**config.mk**
```make
export PLATFORM = sky130hd
export DESIGN_NAME = xtea_block_cipher_unit
export DESIGN_NICKNAME = d
export VERILOG_FILES = /design/src/sv/xtea_pkg.sv /design/src/sv/xtea_ctrl.sv /design/src/sv/xtea_dp.sv /design/src/sv/xtea_block_cipher_unit.sv
export SDC_FILE = /design/constraint.sdc
export NUM_CORES = 1
export LEC_CHECK = 0
export BUFFER_PORTS_ARGS = -buffer_cell sky130_fd_sc_hd__buf_4
export CORE_AREA = 2 2 212 214
export CTS_BUF_LIST = sky130_fd_sc_hd__clkbuf_8
export CTS_CLUSTER_SIZE = 28
export DETAILED_ROUTE_END_ITERATION = 7
export DIE_AREA = 0 0 214 216
export PLACE_DENSITY = 0.64
export SYNTH_ARGS = -nofsm -noshare
export SYNTH_HDL_FRONTEND = slang
export SYNTH_SLANG_ARGS = --single-unit
```
**constraint.sdc**
```tcl
create_clock -name clk -period 6.6 [get_ports clk]
set_clock_uncertainty 0.2 [all_clocks]
set_input_delay 0.66 -clock clk [delete_from_list [all_inputs] [get_ports clk]]
set_output_delay 0.66 -clock clk [all_outputs]
set_load 0.01 [all_outputs]
```
**src/sv/xtea_pkg.sv**
```systemverilog
// shared constants, types and codes of the xtea cipher unit
package xtea_pkg;

	localparam int WORD_W     = 32;
	localparam int DIGIT_W    = 8;
	localparam int NUM_DIGITS = WORD_W / DIGIT_W;
	localparam int DIG_IDX_W  = $clog2(NUM_DIGITS);
	localparam int ROUND_W    = 8;
	localparam int KEY_WORDS  = 4;
	localparam int CFG_IDX_W  = 3;

	localparam logic [WORD_W-1:0] DELTA     = 32'h9E37_79B9;
	// two's complement of delta, so sum - delta is an add
	localparam logic [WORD_W-1:0] NEG_DELTA = 32'h61C8_8647;

	localparam logic [ROUND_W-1:0] ROUNDS_RESET = 8'd32;

	localparam logic CMD_ENC = 1'b0;
	localparam logic CMD_DEC = 1'b1;

	typedef enum logic [CFG_IDX_W-1:0] {
		REG_ROUND_COUNT = 3'd0,
		REG_KEY0        = 3'd1,
		REG_KEY1        = 3'd2,
		REG_KEY2        = 3'd3,
		REG_KEY3        = 3'd4
	} cfg_reg_t;

	typedef enum logic [1:0] {
		ST_IDLE,
		ST_RUN,
		ST_DONE
	} state_t;

	typedef logic [KEY_WORDS-1:0][WORD_W-1:0] key_t;

	typedef struct packed {
		logic                 load;
		logic                 step;
		logic                 phase;
		logic [DIG_IDX_W-1:0] digit;
		logic                 last_digit;
	} ctrl_t;

endpackage

```
**src/sv/xtea_ctrl.sv**
```systemverilog
// sequencer: digit, half-round and round counters of the serial datapath
module xtea_ctrl
	import xtea_pkg::*;
(
	input  logic               clk,
	input  logic               arst_n,
	input  logic               start,
	input  logic [ROUND_W-1:0] round_count,
	input  logic               res_free,
	output ctrl_t              ctrl,
	output logic               busy,
	output logic               done
);

	state_t               state_q, state_d;
	logic [DIG_IDX_W-1:0] digit_q, digit_d;
	logic                 phase_q, phase_d;
	logic [ROUND_W-1:0]   rounds_q, rounds_d;
	logic                 last_digit;

	assign last_digit = (digit_q == DIG_IDX_W'(NUM_DIGITS - 1));

	always_ff @(posedge clk or negedge arst_n) begin
		if (!arst_n) begin
			state_q  <= ST_IDLE;
			digit_q  <= '0;
			phase_q  <= 1'b0;
			rounds_q <= '0;
		end else begin
			state_q  <= state_d;
			digit_q  <= digit_d;
			phase_q  <= phase_d;
			rounds_q <= rounds_d;
		end
	end

	always_comb begin
		state_d         = state_q;
		digit_d         = digit_q;
		phase_d         = phase_q;
		rounds_d        = rounds_q;
		busy            = 1'b1;
		done            = 1'b0;
		ctrl.load       = 1'b0;
		ctrl.step       = 1'b0;
		ctrl.phase      = phase_q;
		ctrl.digit      = digit_q;
		ctrl.last_digit = last_digit;
		case (state_q)
			ST_IDLE: begin
				busy = 1'b0;
				if (start) begin
					ctrl.load = 1'b1;
					digit_d   = '0;
					phase_d   = 1'b0;
					rounds_d  = round_count;
					state_d   = (round_count == '0) ? ST_DONE : ST_RUN;
				end
			end
			ST_RUN: begin
				ctrl.step = 1'b1;
				digit_d   = digit_q + DIG_IDX_W'(1);
				if (last_digit) begin
					phase_d = ~phase_q;
					// a round ends after the second half-round
					if (phase_q) begin
						rounds_d = rounds_q - ROUND_W'(1);
						if (rounds_q == ROUND_W'(1)) begin
							state_d = ST_DONE;
						end
					end
				end
			end
			ST_DONE: begin
				done = 1'b1;
				if (res_free) begin
					state_d = ST_IDLE;
				end
			end
			default: begin
				state_d = ST_IDLE;
			end
		endcase
	end

endmodule

```
**src/sv/xtea_dp.sv**
```systemverilog
// digit-serial xtea datapath: word, sum and carry registers, one byte per cycle
module xtea_dp
	import xtea_pkg::*;
(
	input  logic               clk,
	input  ctrl_t              ctrl,
	input  logic               cmd,
	input  logic [WORD_W-1:0]  block_high,
	input  logic [WORD_W-1:0]  block_low,
	input  key_t               key,
	input  logic [ROUND_W-1:0] round_count,
	output logic [WORD_W-1:0]  v0,
	output logic [WORD_W-1:0]  v1
);

	logic [WORD_W-1:0]  v0_q, v1_q, sum_q, sumn_q;
	logic               dec_q;
	logic               cmix_q, csk_q, cacc_q, csum_q;

	logic               tgt_is_v1;
	logic               first;
	logic [WORD_W-1:0]  src, tgt, shl, shr, kw, dlt, sumn_next;
	logic [1:0]         ksel;
	logic [DIGIT_W-1:0] src_d, mixa_d, sum_d, key_d, dlt_d, f_d, fop_d;
	logic [DIGIT_W:0]   mix_s, sk_s, acc_s, sn_s;
	logic               cmix_in, csk_in, cacc_in, csum_in;

	// which word is updated in this half-round; decipher runs the halves swapped
	assign tgt_is_v1 = ctrl.phase ^ dec_q;
	assign src  = tgt_is_v1 ? v0_q : v1_q;
	assign tgt  = tgt_is_v1 ? v1_q : v0_q;
	assign ksel = tgt_is_v1 ? sum_q[12:11] : sum_q[1:0];
	assign kw   = key[ksel];
	assign shl  = src << 4;
	assign shr  = src >> 5;
	assign dlt  = dec_q ? NEG_DELTA : DELTA;

	assign first   = (ctrl.digit == '0);
	assign cmix_in = first ? 1'b0 : cmix_q;
	assign csk_in  = first ? 1'b0 : csk_q;
	assign cacc_in = first ? dec_q : cacc_q;
	assign csum_in = first ? 1'b0 : csum_q;

	// source, sum and key stay put during a half-round and are read by digit
	assign src_d  = src[ctrl.digit*DIGIT_W +: DIGIT_W];
	assign mixa_d = shl[ctrl.digit*DIGIT_W +: DIGIT_W] ^ shr[ctrl.digit*DIGIT_W +: DIGIT_W];
	assign sum_d  = sum_q[ctrl.digit*DIGIT_W +: DIGIT_W];
	assign key_d  = kw[ctrl.digit*DIGIT_W +: DIGIT_W];
	assign dlt_d  = dlt[ctrl.digit*DIGIT_W +: DIGIT_W];

	assign mix_s = {1'b0, mixa_d} + {1'b0, src_d} + {{DIGIT_W{1'b0}}, cmix_in};
	assign sk_s  = {1'b0, sum_d} + {1'b0, key_d} + {{DIGIT_W{1'b0}}, csk_in};
	assign f_d   = mix_s[DIGIT_W-1:0] ^ sk_s[DIGIT_W-1:0];
	// subtract as add of the complement with carry-in set on the first digit
	assign fop_d = dec_q ? ~f_d : f_d;
	assign acc_s = {1'b0, tgt[DIGIT_W-1:0]} + {1'b0, fop_d} + {{DIGIT_W{1'b0}}, cacc_in};
	assign sn_s  = {1'b0, sum_d} + {1'b0, dlt_d} + {{DIGIT_W{1'b0}}, csum_in};

	assign sumn_next = {sn_s[DIGIT_W-1:0], sumn_q[WORD_W-1:DIGIT_W]};

	always_ff @(posedge clk) begin
		if (ctrl.load) begin
			v0_q  <= block_high;
			v1_q  <= block_low;
			dec_q <= cmd;
			sum_q <= (cmd == CMD_DEC) ? DELTA * WORD_W'(round_count) : '0;
		end else if (ctrl.step) begin
			// target word rotates right, new digit enters at the top
			if (tgt_is_v1) begin
				v1_q <= {acc_s[DIGIT_W-1:0], v1_q[WORD_W-1:DIGIT_W]};
			end else begin
				v0_q <= {acc_s[DIGIT_W-1:0], v0_q[WORD_W-1:DIGIT_W]};
			end
			cmix_q <= mix_s[DIGIT_W];
			csk_q  <= sk_s[DIGIT_W];
			cacc_q <= acc_s[DIGIT_W];
			// next sum is built serially during the first half-round
			if (!ctrl.phase) begin
				sumn_q <= sumn_next;
				csum_q <= sn_s[DIGIT_W];
				if (ctrl.last_digit) begin
					sum_q <= sumn_next;
				end
			end
		end
	end

	assign v0 = v0_q;
	assign v1 = v1_q;

endmodule

```
**src/sv/xtea_block_cipher_unit.sv**
```systemverilog
// top level of the xtea block cipher unit: config registers, handshakes, result register
// one block at a time: a new block is taken only after the result register has taken the last result
// the run time is set by the byte-wide serial adders: four digits per half-round
// zero rounds: the block goes to the result register unchanged
// reset: round_count 32, key 0, no result pending; asynchronous, active low
module xtea_block_cipher_unit
	import xtea_pkg::*;
(
	input  logic                 clk,
	input  logic                 arst_n,
	input  logic                 cfg_valid,
	output logic                 cfg_ready,
	input  logic [CFG_IDX_W-1:0] cfg_index,
	input  logic [WORD_W-1:0]    cfg_data,
	input  logic                 blk_valid,
	output logic                 blk_stall,
	input  logic                 cmd,
	input  logic [WORD_W-1:0]    block_high,
	input  logic [WORD_W-1:0]    block_low,
	output logic                 res_valid,
	input  logic                 res_stall,
	output logic [WORD_W-1:0]    result_high,
	output logic [WORD_W-1:0]    result_low
);

	logic [ROUND_W-1:0] round_count_q;
	key_t               key_q;
	logic               res_valid_q;
	logic [WORD_W-1:0]  result_high_q, result_low_q;

	ctrl_t              ctrl;
	logic               busy, done, start, res_free, res_load;
	logic [WORD_W-1:0]  v0, v1;

	assign cfg_ready = 1'b1;

	always_ff @(posedge clk or negedge arst_n) begin
		if (!arst_n) begin
			round_count_q <= ROUNDS_RESET;
			key_q         <= '0;
		end else if (cfg_valid && cfg_ready) begin
			case (cfg_index)
				REG_ROUND_COUNT: round_count_q <= cfg_data[ROUND_W-1:0];
				REG_KEY0:        key_q[0]      <= cfg_data;
				REG_KEY1:        key_q[1]      <= cfg_data;
				REG_KEY2:        key_q[2]      <= cfg_data;
				REG_KEY3:        key_q[3]      <= cfg_data;
				default:         ;
			endcase
		end
	end

	assign blk_stall = busy;
	assign start     = blk_valid && !blk_stall;
	// result register is free when empty or being taken this cycle
	assign res_free  = !res_valid_q || !res_stall;
	assign res_load  = done && res_free;

	xtea_ctrl u_ctrl (
		.clk         (clk),
		.arst_n      (arst_n),
		.start       (start),
		.round_count (round_count_q),
		.res_free    (res_free),
		.ctrl        (ctrl),
		.busy        (busy),
		.done        (done)
	);

	xtea_dp u_dp (
		.clk         (clk),
		.ctrl        (ctrl),
		.cmd         (cmd),
		.block_high  (block_high),
		.block_low   (block_low),
		.key         (key_q),
		.round_count (round_count_q),
		.v0          (v0),
		.v1          (v1)
	);

	always_ff @(posedge clk or negedge arst_n) begin
		if (!arst_n) begin
			res_valid_q <= 1'b0;
		end else if (res_load) begin
			res_valid_q <= 1'b1;
		end else if (!res_stall) begin
			res_valid_q <= 1'b0;
		end
	end

	always_ff @(posedge clk) begin
		if (res_load) begin
			result_high_q <= v0;
			result_low_q  <= v1;
		end
	end

	assign res_valid   = res_valid_q;
	assign result_high = result_high_q;
	assign result_low  = result_low_q;

endmodule

```
# After elaboration in Yosys (flattened, before gate mapping)
# Index checks and enable logic that the tools add are counted.
[totals] reg_bits=347 output_inout_bits=67 elab_cells=133
[classes] add_sub_neg=10 multipliers=1 n_lt_le_gt_ge=1 n_eq_ne=16 shift=6 muxes=45 n_bitwise=6 n_reduce_logical=27
[op_table] cell="2-to-1 mux 32 bit" count=14
[op_table] cell="indexed part select 32 x 6 -> 8 bit" count=6
[op_table] cell="binary-select mux 32 bit (select 2 bit)" count=1
[op_table] cell="2-to-1 mux 8 bit" count=5
[op_table] cell="adder 8 x 8 -> 9 bit" count=4
[op_table] cell="adder 9 x 1 -> 9 bit" count=4
[op_table] cell="multiplier 32 x 8 -> 32 bit, first input constant" count=1
[op_table] cell="AND reduction 2 bit" count=9
[op_table] cell="2-to-1 mux 2 bit" count=8
[op_table] cell="one-hot mux 8 bit (2 select lines)" count=1
[op_table] cell="XOR 8 bit" count=2
[op_table] cell="2-to-1 mux 1 bit" count=13
[op_table] cell="AND reduction 3 bit" count=3
[op_table] cell="equality test 8 x 1 -> 1 bit, second input constant" count=1
[op_table] cell="logical NOT 8 bit" count=1
[op_table] cell="inequality test 2 x 1 -> 1 bit, second input constant" count=4
[op_table] cell="inequality test 2 bit, second input constant" count=4
[op_table] cell="inverter 8 bit" count=1
[op_table] cell="nonzero test 2 bit" count=4
[op_table] cell="subtractor 8 x 1 -> 8 bit, second input constant" count=1
[op_table] cell="equality test 3 x 2 -> 1 bit, second input constant" count=2
[op_table] cell="one-hot mux 2 bit (3 select lines)" count=1
[op_table] cell="AND reduction 5 bit" count=1
[op_table] cell="equality test 2 bit, second input constant" count=2
[op_table] cell="other kinds (15)" count=19

# Longest topological paths before layout
[depth] word_depth=15 mapped_depth=22 depth_no_buf=19

# Hierarchy
# From an unflattened synthesis, not the netlist that was laid out.
[unflattened] hier_cells=1477 area_unflattened_um2=19901.6
[by_module_without_submodules] module="xtea_dp" n_inst=1 cells_each=1018 area_per_inst_um2=11838.9
[by_module_without_submodules] module="xtea_block_cipher_unit" n_inst=1 cells_each=363 area_per_inst_um2=7231.9
[by_module_without_submodules] module="xtea_ctrl" n_inst=1 cells_each=96 area_per_inst_um2=830.8

# Least setup slack after synthesis
# No wires, ideal clock.
[synth_path] path_type="reg-to-reg" start="register u_dp.dec_q" end="register u_dp.v0_q[31], in the netlist u_dp.v0[31], data pin" arrival_time_ns=5.352 required_ns=6.269 slack_ns=0.918 stages_incl_launch_ff=22 n_path_buf=2 synth_period_minus_slack_ns=5.682 cell_sequence="edfxtp_1 -> buf_6 -> xor2_4 -> mux2i_1 -> buf_4 -> mux4_2 -> mux4_2 -> inv_1 -> fa_1 -> inv_1 -> fa_1 -> a21o_1 -> a21o_1 -> a21o_1 -> a21o_1 -> xnor2_1 -> xor2_1 -> ha_1 -> or3b_2 -> a21oi_1 -> a21oi_1 -> nand2_1"
[synth_between] elab_chain_len=15 elab_cells_between_ends=24 cone_classes="add/sub: 6; shift: 4; mux: 10; bitwise: 4"
[synth_rtl] item="start: declaration" line="xtea_dp.sv:17" text="logic dec_q;"
[synth_rtl] item="start signal: assignment" line="xtea_dp.sv:65" text="dec_q <= cmd;"
[synth_rtl] item="XOR 1 bit" line="xtea_dp.sv:29" text="assign tgt_is_v1 = ctrl.phase ^ dec_q;"
[synth_rtl] item="2-to-1 mux 2 bit" line="xtea_dp.sv:32" text="assign ksel = tgt_is_v1 ? sum_q[12:11] : sum_q[1:0];"
[synth_rtl] item="binary-select mux 32 bit (select 2 bit)" line="xtea_dp.sv:33" text="assign kw = key[ksel];"
[synth_rtl] item="2-to-1 mux 32 bit (not written as such)" line="xtea_dp.sv:33"
[synth_rtl] item="indexed part select 32 x 6 -> 8 bit" line="xtea_dp.sv:48" text="assign key_d = kw[ctrl.digit*DIGIT_W +: DIGIT_W];"
[synth_rtl] item="adder 8 x 8 -> 9 bit" line="xtea_dp.sv:52" text="assign sk_s = {1'b0, sum_d} + {1'b0, key_d} + {{DIGIT_W{1'b0}}, csk_in};"
[synth_rtl] item="adder 9 x 1 -> 9 bit" line="xtea_dp.sv:52"
[synth_rtl] item="XOR 8 bit" line="xtea_dp.sv:53" text="assign f_d = mix_s[DIGIT_W-1:0] ^ sk_s[DIGIT_W-1:0];"
[synth_rtl] item="inverter 8 bit" line="xtea_dp.sv:55" text="assign fop_d = dec_q ? ~f_d : f_d;"
[synth_rtl] item="2-to-1 mux 8 bit" line="xtea_dp.sv:55"
[synth_rtl] item="adder 8 x 8 -> 9 bit" line="xtea_dp.sv:56" text="assign acc_s = {1'b0, tgt[DIGIT_W-1:0]} + {1'b0, fop_d} + {{DIGIT_W{1'b0}}, cacc_in};"
[synth_rtl] item="adder 9 x 1 -> 9 bit (*)" line="xtea_dp.sv:56"
[synth_rtl] item="2-to-1 mux 32 bit (*)" line="xtea_dp.sv:69" text="if (tgt_is_v1) begin"
[synth_rtl] item="2-to-1 mux 32 bit (*)" line="xtea_dp.sv:67" text="end else if (ctrl.step) begin"
[synth_rtl] item="2-to-1 mux 32 bit (*)" line="xtea_dp.sv:62" text="if (ctrl.load) begin"
[synth_rtl] item="end signal: assignment" line="xtea_dp.sv:63" text="v0_q <= block_high;"
[synth_rtl] item="end signal: assignment" line="xtea_dp.sv:72" text="v0_q <= {acc_s[DIGIT_W-1:0], v0_q[WORD_W-1:DIGIT_W]};"
[synth_rtl] item="end: declaration" line="xtea_dp.sv:16" text="logic [WORD_W-1:0] v0_q, v1_q, sum_q, sumn_q;"
# Every way passes the cells marked *; elsewhere a longest branch is shown, timed or not. The select of a mux whose other input is x is not followed.
# A chain may end at the register's enable or synchronous reset.

# Final worst setup path
[layout_path] start="register u_ctrl.phase_q" end="register u_dp.v0_q[31], in the netlist u_dp.v0[31], data pin"
[layout_between] elab_chain_len=15 elab_cells_between_ends=23 cone_classes="add/sub: 6; shift: 4; mux: 9; bitwise: 4"
[layout_rtl] item="start: declaration" line="xtea_ctrl.sv:17" text="logic phase_q, phase_d;"
[layout_rtl] item="start signal: assignment" line="xtea_ctrl.sv:32" text="phase_q <= phase_d;"
[layout_rtl] item="XOR 1 bit (*)" line="xtea_dp.sv:29"
[layout_rtl] item="2-to-1 mux 2 bit" line="xtea_dp.sv:32"
[layout_rtl] item="binary-select mux 32 bit (select 2 bit)" line="xtea_dp.sv:33"
[layout_rtl] item="2-to-1 mux 32 bit (not written as such)" line="xtea_dp.sv:33"
[layout_rtl] item="indexed part select 32 x 6 -> 8 bit" line="xtea_dp.sv:48"
[layout_rtl] item="adder 8 x 8 -> 9 bit" line="xtea_dp.sv:52"
[layout_rtl] item="adder 9 x 1 -> 9 bit" line="xtea_dp.sv:52"
[layout_rtl] item="XOR 8 bit" line="xtea_dp.sv:53"
[layout_rtl] item="inverter 8 bit" line="xtea_dp.sv:55"
[layout_rtl] item="2-to-1 mux 8 bit" line="xtea_dp.sv:55"
[layout_rtl] item="adder 8 x 8 -> 9 bit (*)" line="xtea_dp.sv:56"
[layout_rtl] item="adder 9 x 1 -> 9 bit (*)" line="xtea_dp.sv:56"
[layout_rtl] item="2-to-1 mux 32 bit (*)" line="xtea_dp.sv:69"
[layout_rtl] item="2-to-1 mux 32 bit (*)" line="xtea_dp.sv:67"
[layout_rtl] item="2-to-1 mux 32 bit (*)" line="xtea_dp.sv:62"
# Marks and branches as above.

==> out/results.txt <==
After filler insertion, the fill cell instance count of the layout stands at 3869. The logs give 0 for the total global routing overflow and 0.1713 GHz for the fmax. At the pin with the least slew margin, the transition time is 0.8919 ns. The final number of hold-violating endpoints came out at 0. The number of vias in the routed layout was 12953. The number of enable flip-flop cells after synthesis came out at 189. The critical path is of the flop to flop type. The run gives 40.54% as the headroom to the max-slew limit. Leaving out filler cells and counting taps, the final layout contains 2435. The area of the mapped netlist was 19600 sq um. The number of gates resized after CTS was 0. For the count of mapped cells out of synthesis, the log shows 1606. The data required time of the worst path was 6.90 ns; the depth of the CTS H-tree was 2.

The core region is 43840 sq um. The fraction of the cycle the final worst path needs is 88.44%, and the initial cell density of the core is 44.70%. The largest fanout of any net on the critical path is 7, and the share of the synthesized area in the top cell type is 28.96%. sky130_fd_sc_hd__edfxtp_1 takes more of the synthesized area than any other cell. The half-perimeter wire length after detailed placement is 36210 um. The mean routed wirelength per cell is 20.17 um. Of all flip-flops after synthesis, the portion carrying an async set or reset was 44.25%.

The tools report the total negative slack for setup checks as 0 ns. The run gives 5 as the first-pass detailed-route iteration total. STA classifies the critical path endpoint as a flop. The clock latency on the worst-skew pair is 0.64 ns. Buffers inserted during clock tree synthesis total 56. The via count of the first global-routing pass came out at 13448. The fraction of the yosys area taken by sequential cells is 48.13%. After synthesis, the cell types taking the most area are sky130_fd_sc_hd__edfxtp_1, sky130_fd_sc_hd__dfrtp_1, sky130_fd_sc_hd__mux2_2. For the worst setup path, the data arrival time is 6.14 ns. The global routing usage summed across all routing layers is 21.54%. Post-layout worst setup margin: 0.7629 ns. Setup repair after global routing left no endpoint under its margin. The final layout contains 2072 nets.

The logs give 0 for the number of antenna violations at the first check in global routing and 9430 sq um for the area taken by flip-flops and latches. The initialized floorplan defines 77 standard-cell rows. Entering global routing, the biggest net connects 88 pins.

The flow ran to the end, and the final reports show no timing, DRC or antenna violations. After detailed routing, the number of remaining DRC violations is 0. The register bit total from synthesis is 339, and the clock-pin slew of the registers on the worst-case setup and hold paths is 0.06 ns. The routed via count divided by cell count was 5.320. Cells with a size suffix above 1 make up 26.91% of the layout. The width of the chip was 214 um. For this design, the sink count on the clock tree is 339. The number of input and output port buffers inserted came out at 170. The max-slew violation count is 0. Setup violations remaining at the end of the flow were counted as 0.

The warning count from the yosys run came out at 0. The clock tree root driver cell was sky130_fd_sc_hd__clkbuf_8. In this run the count of I/O pins placed on the die edge is 172. At the end of routability-driven placement, the weighted congestion stood at 0.8973. Compared with the post-synthesis result, the final layout area differs by 16.19%.

Number of nets in the synthesized netlist: 1879. Max-cap check violation count: 0. The tools report the nature of the critical path startpoint as a flop. For this run, the leading register cell type out of synthesis is sky130_fd_sc_hd__edfxtp_1. The number of antenna diodes in the final layout is 0. A synthesized cell averages 12.20 sq um. Prior to clock tree synthesis, the placed netlist has a worst setup slack of 0.7722 ns. The clock tree buffer depth is 3. The worst hold path belongs to the class input port to flop.

The number of placed instances with taps included is 2331. The residual antenna-violating net count after detailed routing is 0, and the final wirelength is 49120 um. The die covers 46220 sq um. On the final layout, the worst hold slack is 0.08167 ns. The worst path needs 5.837 ns of the cycle, external delays included. In this run the vertical extent of the chip is 216 um. The total area of multi-input combinational cells was 9485 sq um. Synthesis instantiated 62 different standard cells from the library.

TritonCTS built the clock tree. The first global-routing pass estimated 77510 um of wire. After the first detailed-routing iteration, the DRC count stood at 785.
layout by cell type, fill, tap and decap left out, types with 57 or more instances in the layout:
master                     synthesis  final
sky130_fd_sc_hd__fa_1             68     68
sky130_fd_sc_hd__mux2_2          143    143
sky130_fd_sc_hd__clkbuf_8          0     65
sky130_fd_sc_hd__ha_1            100    100
sky130_fd_sc_hd__o21ai_0          65     63
sky130_fd_sc_hd__mux4_2           57     57
sky130_fd_sc_hd__nand2_1         271    270
sky130_fd_sc_hd__dfrtp_1         149    149
sky130_fd_sc_hd__inv_1           136    154
sky130_fd_sc_hd__edfxtp_1        189    189
sky130_fd_sc_hd__buf_4             3    194
Yosys cell counts, drive strengths merged (42+ instances only):
library cell and number:
nand2 271, edfxtp 189, dfrtp 149, mux2 143, inv 138, ha 100, fa 68, o21ai 65
mux4 59, xnor2 51, a21oi 49, nor2 43, clkbuf 42
metrics by stage:
stage | utilization, % | area [sq um]
after floorplan | - | 19600
after global placement | 49.42 | 21670
after detailed placement | 49.42 | 21670
after CTS | 51.94 | 22770
after global routing | 51.94 | 22770
final | 51.94 | 22770
registers in the layout (all words and copies together) (netlist names):
name	flops
res_valid	1
u_dp.v1	32
u_dp.v0	32
u_ctrl.state_q	2
u_dp.cmix_q	1
u_ctrl.digit_q	2
u_dp.csk_q	1
u_ctrl.rounds_q	8
u_dp.sum_q	32
result_high	32
u_dp.cacc_q	1
key_q	128
round_count_q	8
u_dp.csum_q	1
u_ctrl.phase_q	1
result_low	32
u_dp.dec_q	1
u_dp.sumn_q	24
metal layers:
layer / global-route usage [%] / vias to the layer above / wire length [um]
li1: - / 6051 / -
met1: 29.41 / 6491 / 22040
met2: 35.80 / 351 / 23850
met3: 3.594 / 60 / 2345
met4: 5.711 / 0 / 882
met5: 0 / - / 0
logic make-up after synthesis:
logic type / after synthesis / synth area share, %
AO/OA/AOI/OAI: 221 / 7.107
XOR/XNOR: 78 / 3.582
adder cells (fa/ha/maj): 168 / 13.33
buffers and inverters: 202 / 3.991
flip-flops: 339 / 48.13
multiplexers: 215 / 15.70
other: 1 / 0.01914
AND/OR/NAND/NOR: 382 / 8.141
critical path: stages, from the launching register on:
cell and delay, ns:
sky130_fd_sc_hd__dfrtp_1 0.57, sky130_fd_sc_hd__xor2_4 0.30, sky130_fd_sc_hd__mux2i_4 0.49, sky130_fd_sc_hd__mux4_2 0.57, sky130_fd_sc_hd__mux4_2 0.46, sky130_fd_sc_hd__inv_1 0.11, sky130_fd_sc_hd__fa_1 0.18, sky130_fd_sc_hd__inv_1 0.06
sky130_fd_sc_hd__fa_1 0.47, sky130_fd_sc_hd__a21o_1 0.18, sky130_fd_sc_hd__a21o_1 0.20, sky130_fd_sc_hd__a21o_1 0.19, sky130_fd_sc_hd__a21o_1 0.20, sky130_fd_sc_hd__xnor2_1 0.21, sky130_fd_sc_hd__xor2_1 0.18, sky130_fd_sc_hd__ha_1 0.30
sky130_fd_sc_hd__or3b_2 0.48, sky130_fd_sc_hd__a21oi_1 0.18, sky130_fd_sc_hd__a21oi_1 0.06, sky130_fd_sc_hd__nand2_1 0.10
path summary, 6_finish.rpt:
kind,from,end,slack [ns],cells past startpoint
max,u_ctrl.phase_q,u_dp.v0[31],0.76,19
min,cfg_data[21],key_q[85],0.08,2
max reg2reg,u_ctrl.phase_q,u_dp.v0[31],0.76,19
min reg2reg,u_dp.sumn_q[16],u_dp.sumn_q[8],0.25,0
max in group asynchronous,arst_n,key_q[19],4.42,3
min in group asynchronous,arst_n,u_ctrl.rounds_q[3],0.44,2
final cells by class:
type,count,share of cell area (%)
Clock buffer,65,3.929
Clock inverter,37,0.8189
Inverter,139,2.292
Multi-Input combinational cell,1065,41.66
Sequential cell,339,41.42
Tap cell,592,3.253
Timing Repair Buffer,198,6.622
timing repair:
| action | 4_1_cts | 5_1_grt |
|---|---|---|
| endpoints found under the hold margin | 86 | 0 |
| hold buffers | 2 | 0 |
| setup buffers | 0 | 0 |
Power is left out: the tool's default activity adds up to more than one toggle a clock period on the data nets, which glitch-free logic cannot reach.
